### src/hdl/arwk_pkg.sv
// shared types, constants and helpers for the ar archive header walker
// no dependencies; imported by arwk_out_reg and ar_archive_header_walker
package arwk_pkg;

    // stream and header geometry
    localparam int OFFSET_BITS  = 32;
    localparam int HEADER_BYTES = 60;
    localparam int MAGIC_BYTES  = 8;

    // header field start positions
    localparam int F_TIME  = 16;
    localparam int F_OWNER = 28;
    localparam int F_GROUP = 34;
    localparam int F_MODE  = 40;
    localparam int F_SIZE  = 48;
    localparam int F_MARK0 = 58;

    // characters
    localparam logic [7:0] CH_SLASH = 8'h2F;
    localparam logic [7:0] CH_MARK0 = 8'h60;
    localparam logic [7:0] CH_MARK1 = 8'h0A;
    localparam logic [7:0] CH_ZERO  = 8'h30;

    // result kinds
    typedef enum logic [1:0] {
        KIND_MEMBER    = 2'd0,
        KIND_END       = 2'd1,
        KIND_BAD_MAGIC = 2'd2,
        KIND_BAD_MARK  = 2'd3
    } t_kind;

    // input item
    typedef struct packed {
        logic [7:0] data_byte;
        logic       last;
    } t_in_item;

    // result item
    typedef struct packed {
        t_kind       kind;
        logic [31:0] header_offset;
        logic [33:0] data_size;
        logic [39:0] mod_time;
        logic [19:0] owner_id;
        logic [19:0] group_id;
        logic [23:0] file_mode;
        logic        final_res;
    } t_out_item;

    // expected archive magic "!<arch>\n"
    function automatic logic [7:0] magic_byte(input logic [2:0] idx);
        logic [7:0] v;
        case (idx)
            3'd0:    v = 8'h21;
            3'd1:    v = 8'h3C;
            3'd2:    v = 8'h61;
            3'd3:    v = 8'h72;
            3'd4:    v = 8'h63;
            3'd5:    v = 8'h68;
            3'd6:    v = 8'h3E;
            default: v = 8'h0A;
        endcase
        return v;
    endfunction

    // white space as skipped before a number
    function automatic logic is_blank(input logic [7:0] b);
        return (b == 8'h20) || ((b >= 8'h09) && (b <= 8'h0D));
    endfunction

    function automatic logic is_dec(input logic [7:0] b);
        return (b >= 8'h30) && (b <= 8'h39);
    endfunction

    function automatic logic is_oct(input logic [7:0] b);
        return (b >= 8'h30) && (b <= 8'h37);
    endfunction

endpackage

### src/hdl/arwk_out_reg.sv
// result register between the parser and the output channel
// depends on arwk_pkg for the result item type
module arwk_out_reg
    import arwk_pkg::*;
(
    input  logic      i_clk,
    input  logic      i_rst_n,
    input  logic      i_load,
    input  t_out_item i_item,
    input  logic      i_out_stall,
    output logic      o_free,
    output logic      o_out_valid,
    output t_out_item o_out_item
);

    logic      r_valid;
    t_out_item r_item;

    // register can take a new item when empty or being drained
    assign o_free = !r_valid || !i_out_stall;

    // valid flag
    always_ff @(posedge i_clk) begin
        if (!i_rst_n) begin
            r_valid <= 1'b0;
        end else if (o_free) begin
            r_valid <= i_load;
        end
    end

    // payload, held while stalled
    always_ff @(posedge i_clk) begin
        if (o_free && i_load) begin
            r_item <= i_item;
        end
    end

    assign o_out_valid = r_valid;
    assign o_out_item  = r_item;

endmodule

### src/hdl/ar_archive_header_walker.sv
// ar archive header walker: magic check, member header parse, data skip
// depends on arwk_pkg and arwk_out_reg
//
//   channel | direction | handshake              | payload
//   --------+-----------+------------------------+------------
//   in      | input     | i_in_valid / o_in_stall | t_in_item
//   out     | output    | o_out_valid / i_out_stall | t_out_item
//
// one byte is taken per cycle while the output register is free; each byte
// updates the parse state and any result lands in the output register at the same edge.
// a stalled output register blocks input only while it holds an item.
// reset is synchronous and active low; the block starts in the magic check.
// a byte flagged last always yields a result and returns the parser to reset.
module ar_archive_header_walker
    import arwk_pkg::*;
(
    input  logic      i_clk,
    input  logic      i_rst_n,
    input  logic      i_in_valid,
    output logic      o_in_stall,
    input  t_in_item  i_in_item,
    output logic      o_out_valid,
    input  logic      i_out_stall,
    output t_out_item o_out_item
);

    typedef enum logic [3:0] {
        PH_MAGIC  = 4'b0001,
        PH_HEADER = 4'b0010,
        PH_DATA   = 4'b0100,
        PH_STOP   = 4'b1000
    } t_phase;

    t_phase                 r_phase,   n_phase;
    logic [5:0]             r_pos,     n_pos;
    logic [34:0]            r_skip,    n_skip;
    logic [OFFSET_BITS-1:0] r_region,  n_region;
    logic                   r_first,   n_first;
    logic                   r_index,   n_index;
    logic                   r_started, n_started;
    logic                   r_stopped, n_stopped;
    logic [33:0]            r_size,    n_size;
    logic [39:0]            r_time,    n_time;
    logic [19:0]            r_owner,   n_owner;
    logic [19:0]            r_group,   n_group;
    logic [23:0]            r_mode,    n_mode;
    logic                   r_mark,    n_mark;

    logic      in_acc;
    logic      out_free;
    logic      res_valid;
    t_out_item res_item;

    assign o_in_stall = !out_free;
    assign in_acc     = i_in_valid && out_free;

    // parse step for one byte
    always_comb begin
        logic [7:0]  b;
        logic        fs;
        logic        blank;
        logic        dig_ok;
        logic [3:0]  d;
        logic [34:0] padded;

        b      = i_in_item.data_byte;
        d      = 4'(b - CH_ZERO);
        blank  = is_blank(b);
        fs     = 1'b0;
        dig_ok = 1'b0;
        padded = '0;

        n_phase   = r_phase;
        n_pos     = r_pos;
        n_skip    = r_skip;
        n_region  = r_region;
        n_first   = r_first;
        n_index   = r_index;
        n_started = r_started;
        n_stopped = r_stopped;
        n_size    = r_size;
        n_time    = r_time;
        n_owner   = r_owner;
        n_group   = r_group;
        n_mode    = r_mode;
        n_mark    = r_mark;

        res_valid = 1'b0;
        res_item  = '0;

        case (r_phase)
            PH_MAGIC: begin
                if ((r_pos >= 6'(MAGIC_BYTES)) || (b != magic_byte(r_pos[2:0]))) begin
                    res_valid     = 1'b1;
                    res_item.kind = KIND_BAD_MAGIC;
                    n_phase       = PH_STOP;
                end else if (r_pos == 6'(MAGIC_BYTES - 1)) begin
                    n_phase = PH_HEADER;
                    n_pos   = '0;
                end else begin
                    n_pos = r_pos + 6'd1;
                end
            end
            PH_HEADER: begin
                // new header clears accumulators and flags
                if (r_pos == 6'd0) begin
                    n_size  = '0;
                    n_time  = '0;
                    n_owner = '0;
                    n_group = '0;
                    n_mode  = '0;
                    n_index = 1'b0;
                    n_mark  = 1'b0;
                end
                fs = (r_pos == 6'(F_TIME))  || (r_pos == 6'(F_OWNER)) ||
                     (r_pos == 6'(F_GROUP)) || (r_pos == 6'(F_MODE))  ||
                     (r_pos == 6'(F_SIZE));
                if (fs) begin
                    n_started = 1'b0;
                    n_stopped = 1'b0;
                end
                dig_ok = (r_pos >= 6'(F_MODE) && r_pos < 6'(F_SIZE)) ? is_oct(b) : is_dec(b);

                if (r_pos < 6'(F_TIME)) begin
                    // long-name index shows as a name starting with two slashes
                    if (r_first && r_pos == 6'd0) begin
                        n_index = (b == CH_SLASH);
                    end else if (r_first && r_pos == 6'd1) begin
                        n_index = r_index && (b == CH_SLASH);
                    end
                end else if (r_pos < 6'(F_MARK0)) begin
                    // number field: skip leading blanks, stop at a non-digit
                    if (!n_stopped && !(!n_started && blank)) begin
                        n_started = 1'b1;
                        if (!dig_ok) begin
                            n_stopped = 1'b1;
                        end else if (r_pos < 6'(F_OWNER)) begin
                            n_time = (r_time << 3) + (r_time << 1) + 40'(d);
                        end else if (r_pos < 6'(F_GROUP)) begin
                            n_owner = (r_owner << 3) + (r_owner << 1) + 20'(d);
                        end else if (r_pos < 6'(F_MODE)) begin
                            n_group = (r_group << 3) + (r_group << 1) + 20'(d);
                        end else if (r_pos < 6'(F_SIZE)) begin
                            n_mode = (r_mode << 3) + 24'(d);
                        end else begin
                            n_size = (r_size << 3) + (r_size << 1) + 34'(d);
                        end
                    end
                end else if (r_pos == 6'(F_MARK0)) begin
                    n_mark = (b == CH_MARK0);
                end

                // last header byte: check marks, report (but not a leading long-name index), set up data skip
                if (r_pos == 6'(HEADER_BYTES - 1)) begin
                    n_pos = '0;
                    if (r_mark && (b == CH_MARK1)) begin
                        padded = {1'b0, r_size} + 35'(r_size[0]);
                        if (!(r_first && r_index)) begin
                            res_valid              = 1'b1;
                            res_item.kind          = KIND_MEMBER;
                            res_item.header_offset = 32'(r_region);
                            res_item.data_size     = r_size;
                            res_item.mod_time      = r_time;
                            res_item.owner_id      = r_owner;
                            res_item.group_id      = r_group;
                            res_item.file_mode     = r_mode;
                            n_region = r_region + OFFSET_BITS'(HEADER_BYTES)
                                       + OFFSET_BITS'(padded);
                        end
                        n_first = 1'b0;
                        n_skip  = padded;
                        n_phase = (padded != '0) ? PH_DATA : PH_HEADER;
                    end else begin
                        res_valid     = 1'b1;
                        res_item.kind = KIND_BAD_MARK;
                        n_phase       = PH_STOP;
                    end
                end else begin
                    n_pos = r_pos + 6'd1;
                end
            end
            PH_DATA: begin
                n_skip = r_skip - 35'd1;
                if (r_skip == 35'd1) begin
                    n_phase = PH_HEADER;
                end
            end
            PH_STOP: begin
                n_phase = PH_STOP;
            end
            default: begin
                n_phase = PH_STOP;
            end
        endcase

        // end of stream closes the result and rearms the parser
        if (i_in_item.last) begin
            if (!res_valid) begin
                res_valid     = 1'b1;
                res_item.kind = (n_phase == PH_MAGIC) ? KIND_BAD_MAGIC : KIND_END;
            end
            res_item.final_res = 1'b1;
            n_phase   = PH_MAGIC;
            n_pos     = '0;
            n_skip    = '0;
            n_region  = '0;
            n_first   = 1'b1;
            n_index   = 1'b0;
            n_started = 1'b0;
            n_stopped = 1'b0;
            n_size    = '0;
            n_time    = '0;
            n_owner   = '0;
            n_group   = '0;
            n_mode    = '0;
            n_mark    = 1'b0;
        end
    end

    // parse state
    always_ff @(posedge i_clk) begin
        if (!i_rst_n) begin
            r_phase   <= PH_MAGIC;
            r_pos     <= '0;
            r_skip    <= '0;
            r_region  <= '0;
            r_first   <= 1'b1;
            r_index   <= 1'b0;
            r_started <= 1'b0;
            r_stopped <= 1'b0;
            r_size    <= '0;
            r_time    <= '0;
            r_owner   <= '0;
            r_group   <= '0;
            r_mode    <= '0;
            r_mark    <= 1'b0;
        end else if (in_acc) begin
            r_phase   <= n_phase;
            r_pos     <= n_pos;
            r_skip    <= n_skip;
            r_region  <= n_region;
            r_first   <= n_first;
            r_index   <= n_index;
            r_started <= n_started;
            r_stopped <= n_stopped;
            r_size    <= n_size;
            r_time    <= n_time;
            r_owner   <= n_owner;
            r_group   <= n_group;
            r_mode    <= n_mode;
            r_mark    <= n_mark;
        end
    end

    // result register
    arwk_out_reg u_out_reg (
        .i_clk       (i_clk),
        .i_rst_n     (i_rst_n),
        .i_load      (in_acc && res_valid),
        .i_item      (res_item),
        .i_out_stall (i_out_stall),
        .o_free      (out_free),
        .o_out_valid (o_out_valid),
        .o_out_item  (o_out_item)
    );

    // checks on the parse state
    a_last_rearms: assert property (@(posedge i_clk) disable iff (!i_rst_n)
        (in_acc && i_in_item.last) |=> (r_phase == PH_MAGIC) && (r_pos == 6'd0) && r_first)
        else $error("parser not rearmed after last item");

    a_last_gives_final: assert property (@(posedge i_clk) disable iff (!i_rst_n)
        (in_acc && i_in_item.last) |=> (o_out_valid && o_out_item.final_res))
        else $error("last item did not leave a final result");

    a_header_pos: assert property (@(posedge i_clk) disable iff (!i_rst_n)
        (r_phase == PH_HEADER) |-> (r_pos < 6'(HEADER_BYTES)))
        else $error("header byte position out of range");

    a_data_skip: assert property (@(posedge i_clk) disable iff (!i_rst_n)
        (r_phase == PH_DATA) |-> (r_skip != '0))
        else $error("data phase with nothing left to skip");

    a_stop_quiet: assert property (@(posedge i_clk) disable iff (!i_rst_n)
        (in_acc && (r_phase == PH_STOP) && !i_in_item.last) |-> !res_valid)
        else $error("result raised after a stop");

endmodule
### config.mk
export PLATFORM = sky130hd
export DESIGN_NAME = ar_archive_header_walker
export DESIGN_NICKNAME = d
export VERILOG_FILES = /design/src/hdl/arwk_pkg.sv /design/src/hdl/arwk_out_reg.sv /design/src/hdl/ar_archive_header_walker.sv
export SDC_FILE = /design/constraint.sdc
export NUM_CORES = 1
export LEC_CHECK = 0
export BUFFER_PORTS_ARGS = -buffer_cell sky130_fd_sc_hd__buf_2
export CAP_MARGIN = 30
export CORE_MARGIN = 2
export CORE_UTILIZATION = 50
export CTS_BUF_LIST = sky130_fd_sc_hd__clkbuf_8
export CTS_CLUSTER_DIAMETER = 150
export DETAILED_ROUTE_END_ITERATION = 6
export PLACE_DENSITY = 0.79
export SLEW_MARGIN = 20
export SYNTH_ARGS = -nofsm -noshare
export SYNTH_HDL_FRONTEND = slang
export SYNTH_HIERARCHICAL = 1
export SYNTH_SLANG_ARGS = --single-unit
### constraint.sdc
create_clock -name i_clk -period 13.6 [get_ports i_clk]
set_input_delay 0.68 -clock i_clk [delete_from_list [all_inputs] [get_ports i_clk]]
set_output_delay 0.68 -clock i_clk [all_outputs]
set_load 0.1 [all_outputs]
== Yosys cells after proc, flatten, opt, wreduce, memory -nomap -nowiden ==
Index checks and enable logic that the tools add are counted.

* Output and inout bits: 175
* Memories: 0
* Bits in latches: 0
* Bits in writable memories: 0
* Register bits: 394
* Word-level logic and storage cells: 245
* Input bits: 13
* Bits in read-only memories: 0

* Divide/modulo/power cells: 0
* Mux-type cells: 121
* Reductions and logical operators: 41
* Order comparisons: 13
* Eq/ne operators: 29
* Multipliers: 0
* Shifts and indexed selects: 0
* Add/sub/neg operators: 15
* Bitwise logic cells: 3

{| class="wikitable"
|+ Operators with widths
! kind !! number
|-
| 2-to-1 mux 20 bit || 19
|-
| 2-to-1 mux 34 bit || 11
|-
| 2-to-1 mux 170 bit || 2
|-
| 2-to-1 mux 40 bit || 8
|-
| 2-to-1 mux 24 bit || 11
|-
| 2-to-1 mux 172 bit || 1
|-
| 2-to-1 mux 32 bit || 5
|-
| 2-to-1 mux 35 bit || 3
|-
| one-hot mux 35 bit (2 select lines) || 1
|-
| one-hot mux 7 bit (7 select lines) || 1
|-
| adder 20 bit || 2
|-
| adder 20 x 4 -> 20 bit || 2
|-
| adder 40 x 4 -> 40 bit || 1
|-
| adder 40 bit || 1
|-
| 2-to-1 mux 1 bit || 38
|-
| adder 34 x 1 -> 35 bit || 1
|-
| == test 35 x 1 -> 1 bit, second input constant || 1
|-
| nonzero test 35 bit || 1
|-
| subtractor 35 x 1 -> 35 bit, second input constant || 1
|-
| adder 34 bit || 1
|-
| adder 34 x 4 -> 34 bit || 1
|-
| adder 32 bit || 1
|-
| adder 32 x 6 -> 32 bit, second input constant || 1
|-
| == test 6 bit, second input constant || 5
|-
| other kinds (48) || 103
|}

== Depth between registers and ports, before layout ==
Gate-level depths: netlist (run 1).

* Depth in word-level cells: 16
* Depth in mapped cells: 21

== Hierarchy ==
The synthesis (run 1) kept the hierarchy.

{| class="wikitable"
|+ By module, submodules not included
! module !! instances !! area an instance (sq um) !! seq. area each (sq um) !! cells each
|-
| ar_archive_header_walker || 1 || 20816.2 || 4384.2 || 2714
|-
| arwk_out_reg || 1 || 5236.3 || 5215.0 || 178
|}

== Worst setup path after synthesis (run 1) ==
No wires, ideal clock.

* Path type: flip-flop to flip-flop
* From: register r_pos[0]
* To: register u_out_reg.r_item (netlist bit u_out_reg/o_out_item[0]) (enable)
* Stages on the path, launching flop included: 11
* Required time: 13045 ps
* Setup slack: 7067 ps
* Data arrival time: 5978 ps
* Cell sequence: dfxtp_1 -> clkbuf_1 -> inv_1 -> ha_1 -> nor4_1 -> xnor2_1 -> nor4_1 -> a31oi_1 -> a21oi_1 -> a31oi_1 -> and2_1

* Longest elaborated chain between the ends: 10
* Elaborated cells between the ends (all ways): 19
* Classes of those cells: order compare (1); eq/ne (8); mux (6); reduce/logical (4)

{| class="wikitable"
|+ Ends and longest elaborated chain
! element !! line !! RTL
|-
| start, declared || ar_archive_header_walker.sv:35 || <nowiki>logic [5:0] r_pos, n_pos;</nowiki>
|-
| start signal, assigned || ar_archive_header_walker.sv:239 || <nowiki>r_pos <= n_pos;</nowiki>
|-
| == test 3 bit (tied with other cells) || arwk_pkg.sv:53 || <nowiki>case (idx)</nowiki>
|-
| one-hot mux 7 bit (7 select lines) || arwk_pkg.sv:53 ||
|-
| 2-to-1 mux 8 bit || ar_archive_header_walker.sv:91 || <nowiki>case (r_phase)</nowiki>
|-
| != test 8 bit || ar_archive_header_walker.sv:93 || <nowiki>if ((r_pos >= 6'(MAGIC_BYTES)) || (b != magic_byte(r_pos[2:0]))) begin</nowiki>
|-
| logical OR 1 bit || ar_archive_header_walker.sv:93 ||
|-
| 2-to-1 mux 1 bit || ar_archive_header_walker.sv:93 ||
|-
| one-hot mux 1 bit (2 select lines) (*) || ar_archive_header_walker.sv:91 ||
|-
| 2-to-1 mux 1 bit (*) || ar_archive_header_walker.sv:197 || <nowiki>if (i_in_item.last) begin</nowiki>
|-
| logical AND 1 bit (*) || ar_archive_header_walker.sv:259 || <nowiki>.i_load (in_acc && res_valid),</nowiki>
|-
| logical AND 1 bit (*) || arwk_out_reg.sv:33 || <nowiki>if (o_free && i_load) begin</nowiki>
|-
| end signal, assigned || arwk_out_reg.sv:34 || <nowiki>r_item <= i_item;</nowiki>
|-
| end, declared || arwk_out_reg.sv:17 || <nowiki>t_out_item r_item;</nowiki>
|}

Mark *: on every way between the ends. The rest lies on a longest branch, timed or not. The select of a mux whose other input is x is not followed.
A chain may end at the register's enable or synchronous reset.

== Final worst setup path (run 1) ==
* From: register r_size[7]
* To: register r_region[31]

* Longest elaborated chain between the ends: 7

{| class="wikitable"
|+ Ends and longest elaborated chain
! element !! line !! RTL
|-
| start, declared || ar_archive_header_walker.sv:42 || <nowiki>logic [33:0] r_size, n_size;</nowiki>
|-
| start signal, assigned || ar_archive_header_walker.sv:246 || <nowiki>r_size <= n_size;</nowiki>
|-
| adder 34 x 1 -> 35 bit || ar_archive_header_walker.sv:157 || <nowiki>padded = {1'b0, r_size} + 35'(r_size[0]);</nowiki>
|-
| adder 32 bit || ar_archive_header_walker.sv:168 || <nowiki>+ OFFSET_BITS'(padded);</nowiki>
|-
| 2-to-1 mux 32 bit || ar_archive_header_walker.sv:158 || <nowiki>if (!(r_first && r_index)) begin</nowiki>
|-
| 2-to-1 mux 32 bit || ar_archive_header_walker.sv:156 || <nowiki>if (r_mark && (b == CH_MARK1)) begin</nowiki>
|-
| 2-to-1 mux 32 bit || ar_archive_header_walker.sv:154 || <nowiki>if (r_pos == 6'(HEADER_BYTES - 1)) begin</nowiki>
|-
| 2-to-1 mux 32 bit || ar_archive_header_walker.sv:91 ||
|-
| 2-to-1 mux 32 bit || ar_archive_header_walker.sv:197 ||
|-
| end signal, assigned || ar_archive_header_walker.sv:241 || <nowiki>r_region <= n_region;</nowiki>
|-
| end, declared || ar_archive_header_walker.sv:37 || <nowiki>logic [OFFSET_BITS-1:0] r_region, n_region;</nowiki>
|}

Every way passes these cells. The select of a mux whose other input is x is not followed.

==> flow_summary.toml, run 1 <==
[timing]
worstMarginPinSlew_ps = 912
timing.final.crit_period_ps = 4750
final_hold_viol_count = 0
relSlewSlack = 0.392
setup_viol = 0
hold_slack_ps = 290
drv_slew = 0
finalSetupTns_ps = 0
final.setup_skew_ps = 45.3
period_share = 0.349
fmax_ghz = 0.210
rsz0062_at_grt = "no"

[cells_and_area]
drive_gt1_frac = 0.122
area_growth_pct = 11.5
nets = 3323
utilization = 0.565
n_antenna_cell = 0

[pwr]
ir_drop_mv = 0.0904
p_leak_nw = 13.3
powerDensity_nw_per_um2 = 100

[synthesis]
synth_cell_type_count = 94
synth_top_family_by_area = "simple AND/OR/NAND/NOR gates"
synth-xor-area-share = 0.0645
seq_area_frac_synth = 0.368
ys_dominant_reg_cell = "dfxtp_1"
synth_edf_count = 173
synthMuxAreaShare = 0.000768
synth_compound_area_frac = 0.188
synth-simple-area-share = 0.204
synth_area_um2 = 26100
yosysWarnings = 6
async_flop_share = 0
avgSynthCellArea_um2 = 9.01
synthAdderAreaFrac = 0.139
ys_seq_elements = 393
syn_nets = 3189
syn_inst = 2892

[routing]
vias = 22600
ant_nets = 0
drtIter0Drc = 2048
drt_first_pass_iters = 5
wirelength_um = 72300
drc_errors = 0
wire_per_inst_um = 19.2
vias_per_cell = 5.99

[clock_network]
root_buffer = "clkbuf_8"
cts_tree = "built"
cts_buffers = 72
cts_sinks = 393
worstSkewPairLatency_ps = 680
path_clk_slew_ps = 60
cts_buffer_depth = 3
post_cts_buffers = 0
hold_buffers = 0
cts_resized = 0
cts_htree_levels = 3

[setup_path]
cp_top_family = "simple AND/OR/NAND/NOR gates"
cp-end-kind = "register"
crit_fanout = 12
crit_type = "register to register"
worst_path_max_delay_cell = "dfxtp_1"
required_ps = 14160
path_buf_inv = 0
cpMostUsedCell = "a21o_1"
cp.arrival_ps = 5310
crit_path_max_incr_delay_ps = 600
startpoint_type = "register"
crit_chain = "nand4_1, nor2_2, nand4_2, nor3_1, and3_1, xor2_1, ha_1, ha_1, a21o_1, a21o_1, a21o_1, nand2_1, nand2_1, o31ai_1, a31oi_1, xnor2_1, mux2i_1, o21ai_1, and2_1"

[floorplanning]
start_util = 0.507
die_w_um = 232
ios = 188
rows = 83
fp.dieH_um = 232
dieArea_um2 = 53900
coreArea_um2 = 51400

[global_routing]
grt_usage = 0.265
grt_first_pass_wirelength_um = 114000
grt_pass1_vias = 21100
antenna_found_initial = 1
grt_max_degree = 102
gr-total-overflow = 0

[run]
drv_cap = 0

[place]
gp_routability_congestion = 0.937
io_buffers = 187
post-dp-hpwl_um = 50900

[outcome]
status = "complete, no violations"

[hold_path]
hold_path.class = "input port to register"
worst paths after layout:
kind                                         startpoint                            endpoint  slack, ps  depth (start not counted)
worst min-delay path                        i_out_stall  u_out_reg/o_out_valid$_SDFFE_PN0P_        290                          3
worst max register to register   r_size[7]$_SDFFE_PN0P_           r_region[31]$_SDFFE_PN0P_       8850                         19
worst min register to register  r_skip[12]$_SDFFE_PN0P_             r_skip[12]$_SDFFE_PN0P_        470                          2
worst max-delay path             r_size[7]$_SDFFE_PN0P_           r_region[31]$_SDFFE_PN0P_       8850                         19
worst min-delay path, delay by kind of cell:
| kind | cells | cell delay (ps) |
|---|---|---|
| AOI/OAI and AO/OA | 1 | 60 |
| buffers and inverters | 1 | 90 |
| and+or+nand+nor | 1 | 90 |
sequential cells by signal, indices dropped and copies added, names as in the netlist:
register / cells
r_phase: 4
r_started: 1
r_time: 40
r_region: 31
r_size: 34
r_mode: 24
r_pos: 6
r_stopped: 1
r_mark: 1
r_owner: 20
r_first: 1
r_skip: 35
u_out_reg/o_out_valid: 1
r_index: 1
r_group: 20
u_out_reg/o_out_item: 173
final cells by class:
cell class	instances	area, um2
Fill cell	4559	22400
Clock inverter	53	502
Sequential cell	393	9600
Inverter	71	267
Timing Repair Buffer	217	1160
Multi-Input combinational cell	2271	15600
Tap cell	680	851
Clock buffer	79	1090
placed cells by master, fill, tap and decap left out, types with 59 or more instances in the layout:
cell,n
nand3_1,72
a21oi_1,203
and3_1,197
buf_2,187
a22oi_1,70
xnor2_1,121
o21ai_0,155
nor3_1,59
nand2_1,248
nor2b_1,95
ha_1,275
nor2_1,189
a21o_1,63
inv_1,85
dfxtp_1,220
xor2_1,71
edfxtp_1,173
clkbuf_8,79
power by group:
group / internal, W / switching (W) / total [W]
sequential: 0.00127 / 0.0000103 / 0.00128
combinational: 0.0000428 / 0.000324 / 0.000367
clock: 0.000729 / 0.000535 / 0.00126
layer usage:
layer,GRT usage,vias to the layer above,share of wire
met5,0,-,0
met4,0.103,0,0.030
met3,0.0402,130,0.072
met2,0.430,809,0.46
met1,0.355,10700,0.44
li1,-,10900,-
cell usage after synthesis, drive strengths merged (13+ instances only):
master	count	share of area
o21ai	182	0.036
a21o	63	0.018
nand2	249	0.036
nand4	30	0.0074
nand3	72	0.014
a31oi	26	0.0062
nor2	192	0.028
buf	30	0.0066
a21oi	206	0.040
nor3	63	0.013
edfxtp	173	0.20
o21bai	14	0.0040
xnor2	121	0.041
a211oi	15	0.0045
and3	197	0.047
or3	16	0.0038
xor2	71	0.024
a22oi	70	0.020
nor4	18	0.0054
o31ai	15	0.0045
and2	27	0.0066
o21a	15	0.0043
dfxtp	220	0.17
nor2b	95	0.023
a32oi	13	0.0044
a21boi	27	0.0078
clkbuf	127	0.018
o211ai	25	0.0074
nand2b	33	0.0080
ha	275	0.13
inv	71	0.010
per-stage QoR:
| stage | instances | area, um2 | total power, W | worst slack, ps |
|---|---|---|---|---|
| 5_1_grt | 3764 | 29100 | 0.00301 | 8400 |
| 3_3_place_gp | 3628 | 27400 | 0.00167 | 8790 |
| 4_1_cts | 3763 | 29000 | 0.00294 | 8900 |
| 2_1_floorplan | 2892 | 26100 | 0.00162 | 7070 |
| 6_report | 3764 | 29100 | 0.00291 | 8850 |
| 3_5_place_dp | 3631 | 27500 | 0.00167 | 8740 |
logic make-up (layout without fill, tap and decap cells):
group / count (synthesis) / count (layout)
compound gates: 759 / 759
xor+xnor: 192 / 192
fa+ha+maj: 284 / 284
buf+inv: 228 / 420
flops: 393 / 393
mux: 2 / 2
other cells: 1 / 1
simple gates: 1033 / 1033
Power figures use the tool's default switching activity.
==> run 2, diff against run 1 <==
==> constraint.sdc (replaced) <==
create_clock -name i_clk -period 4.95 [get_ports i_clk]
set_input_delay 0.2475 -clock i_clk [delete_from_list [all_inputs] [get_ports i_clk]]
set_output_delay 0.2475 -clock i_clk [all_outputs]
set_load 0.1 [all_outputs]
==> flow_summary.toml, run 2 (synthesis gave the netlist of run 1 again) <==
[pwr]
p_seq_frac = 0.453
p_leak_nw = 13.5
powerDensity_nw_per_um2 = 265
combPwrFrac = 0.134
clockPowerShare = 0.413
p_sw_w = 0.00237
power_switching_share = 0.305
intPower_w = 0.00540
ir_drop_mv = 0.202
p_total_w = 0.00776

[setup_path]
crit_fanout = 8
startpoint_type = "register"
reg2reg_from = "r_size[1]$_SDFFE_PN0P_"
reg2reg_slack_ps = 390
crit_type = "register to register"
cp.arrival_ps = 5120
reg2regPathDepth = 18
required_ps = 5520
cp-end-kind = "register"
timing.rr.end = "r_region[31]$_SDFFE_PN0P_"

[timing]
final_hold_viol_count = 0
drv_slew = 0
final.setup_skew_ps = 50.5
timing.final.crit_period_ps = 4560
rsz0062_at_grt = "no"
relSlewSlack = 0.350
finalSetupTns_ps = 0
period_share = 0.920
worstMarginPinSlew_ps = 962
setup_viol = 0
fmax_ghz = 0.220

[place]
post-dp-hpwl_um = 52500
gp_routability_congestion = 0.943
dpl.cell_count = 3671
io_buffers = 187

[floorplanning]
rows = 83
start_util = 0.507
fp.dieH_um = 232
dieArea_um2 = 53900
die_w_um = 232
coreArea_um2 = 51400
ios = 188

[clock_network]
path_clk_slew_ps = 70
cts_sinks = 393
post_cts_buffers = 0
root_buffer = "clkbuf_8"
cts_htree_levels = 3
worstSkewPairLatency_ps = 680
cts_buffer_depth = 3
cts_tree = "built"
cts_buffers = 70

[cells_and_area]
area_growth_pct = 12.7
nFillCells = 4575
fin_cells = 3805
multi_input_area_um2 = 15600
mostFrequentLayoutCell = "ha_1"
largest_reg_flops = 173
final_cell_mix = "ha_1 (275), nand2_1 (248), dfxtp_1 (220)"
nets = 3365
seq_area_um2 = 9600
drive_gt1_frac = 0.133
n_antenna_cell = 0
utilization = 0.571

[global_routing]
antenna_found_initial = 1
grt_usage = 0.271
grt_pass1_vias = 21200
gr-total-overflow = 0
grt_max_degree = 130
grt_first_pass_wirelength_um = 116000

[routing]
ant_nets = 0
wirelength_um = 74000
drt_first_pass_iters = 5
drtIter0Drc = 2155
drc_errors = 0
wire_per_inst_um = 19.4
vias_per_cell = 5.98
vias = 22800

[hold_path]
hold_path.class = "input port to register"
holdPathEnd = "r_mark$_SDFFE_PN0P_"
worstHoldStart = "i_in_item[6]"
min_path_cells = 4

[run]
drv_cap = 0

[outcome]
status = "complete, no violations"
run 2: cell count changes in the layout (fill, tap and decap cells not counted), sizes merged:
cell         before  now
dlygate4sd3       0    4
buf             217  257
inv              87   93
clkbuf           79   81
clkinv           23   17
bufinv           10    5
run 2: worst max path at each step:
| stage | from | to | slack, ps | cells after the start |
|---|---|---|---|---|
| after global routing | r_size[1]$_SDFFE_PN0P_ | r_region[31]$_SDFFE_PN0P_ | 50 | 18 |
| after detailed placement | r_size[10]$_SDFFE_PN0P_ | r_region[31]$_SDFFE_PN0P_ | 450 | 19 |
| after CTS | r_size[1]$_SDFFE_PN0P_ | r_region[31]$_SDFFE_PN0P_ | 410 | 18 |
| after global placement | r_size[10]$_SDFFE_PN0P_ | r_region[31]$_SDFFE_PN0P_ | 540 | 19 |
| final | r_size[1]$_SDFFE_PN0P_ | r_region[31]$_SDFFE_PN0P_ | 390 | 18 |
| after floorplan | r_pos[0]$_SDFFE_PN0P_ | u_out_reg/o_out_item[0]$_DFFE_PP_ | 320 | 10 |
run 2: through the flow:
step,cell area [um2],hold WS [ps],setup WS (ps)
after floorplan,26100,346,325
after global placement,27800,455,536
after detailed placement,27800,464,454
after CTS,29300,10.4,411
after global routing,29400,91.6,47.6
final,29400,63.7,395
run 2: worst max-delay path: stages (launching register included):
cell,delay (ps)
dfxtp_1,480
ha_1,300
nand3_1,210
nor2_1,210
nand4_1,160
xnor2_2,260
ha_1,290
ha_1,380
a21o_1,190
a211oi_1,290
nor3_1,80
a31oi_1,320
nor2_1,120
o31ai_1,300
a31oi_1,140
xnor2_1,210
mux2i_1,220
o21ai_1,80
and2_1,200
run 2: final cells by class:
type                    instances  share of cell area
inverters                      71             0.00908
multi-input cells            2271               0.532
clock buffers                  81              0.0380
flip-flops and latches        393               0.327
clock inverters                48              0.0119
well taps                     680              0.0290
repair buffers                261              0.0533
run 2: power by group through the flow:
stage / logic (W) / clock network, W / registers [W]
2_1_floorplan: 0.000178 / 0 / 0.00425
3_3_place_gp: 0.00103 / 0 / 0.00359
3_5_place_dp: 0.00104 / 0 / 0.00359
4_1_cts: 0.00104 / 0.00326 / 0.00352
5_1_grt: 0.00107 / 0.00340 / 0.00352
6_report: 0.00104 / 0.00320 / 0.00352
run 2: timing repair:
action | CTS | global route
endpoints found under the hold margin | 3 | 0
hold buffers | 4 | 0
setup endpoints to repair | 0 | 1
gates resized for setup | 0 | 4
run 2: routing by layer:
metal	track usage	vias to the layer above	wire length, um
li1	-	11000	-
met1	0.358	10700	31700
met2	0.441	877	34100
met3	0.0419	178	5420
met4	0.117	0	2800
met5	0	-	0
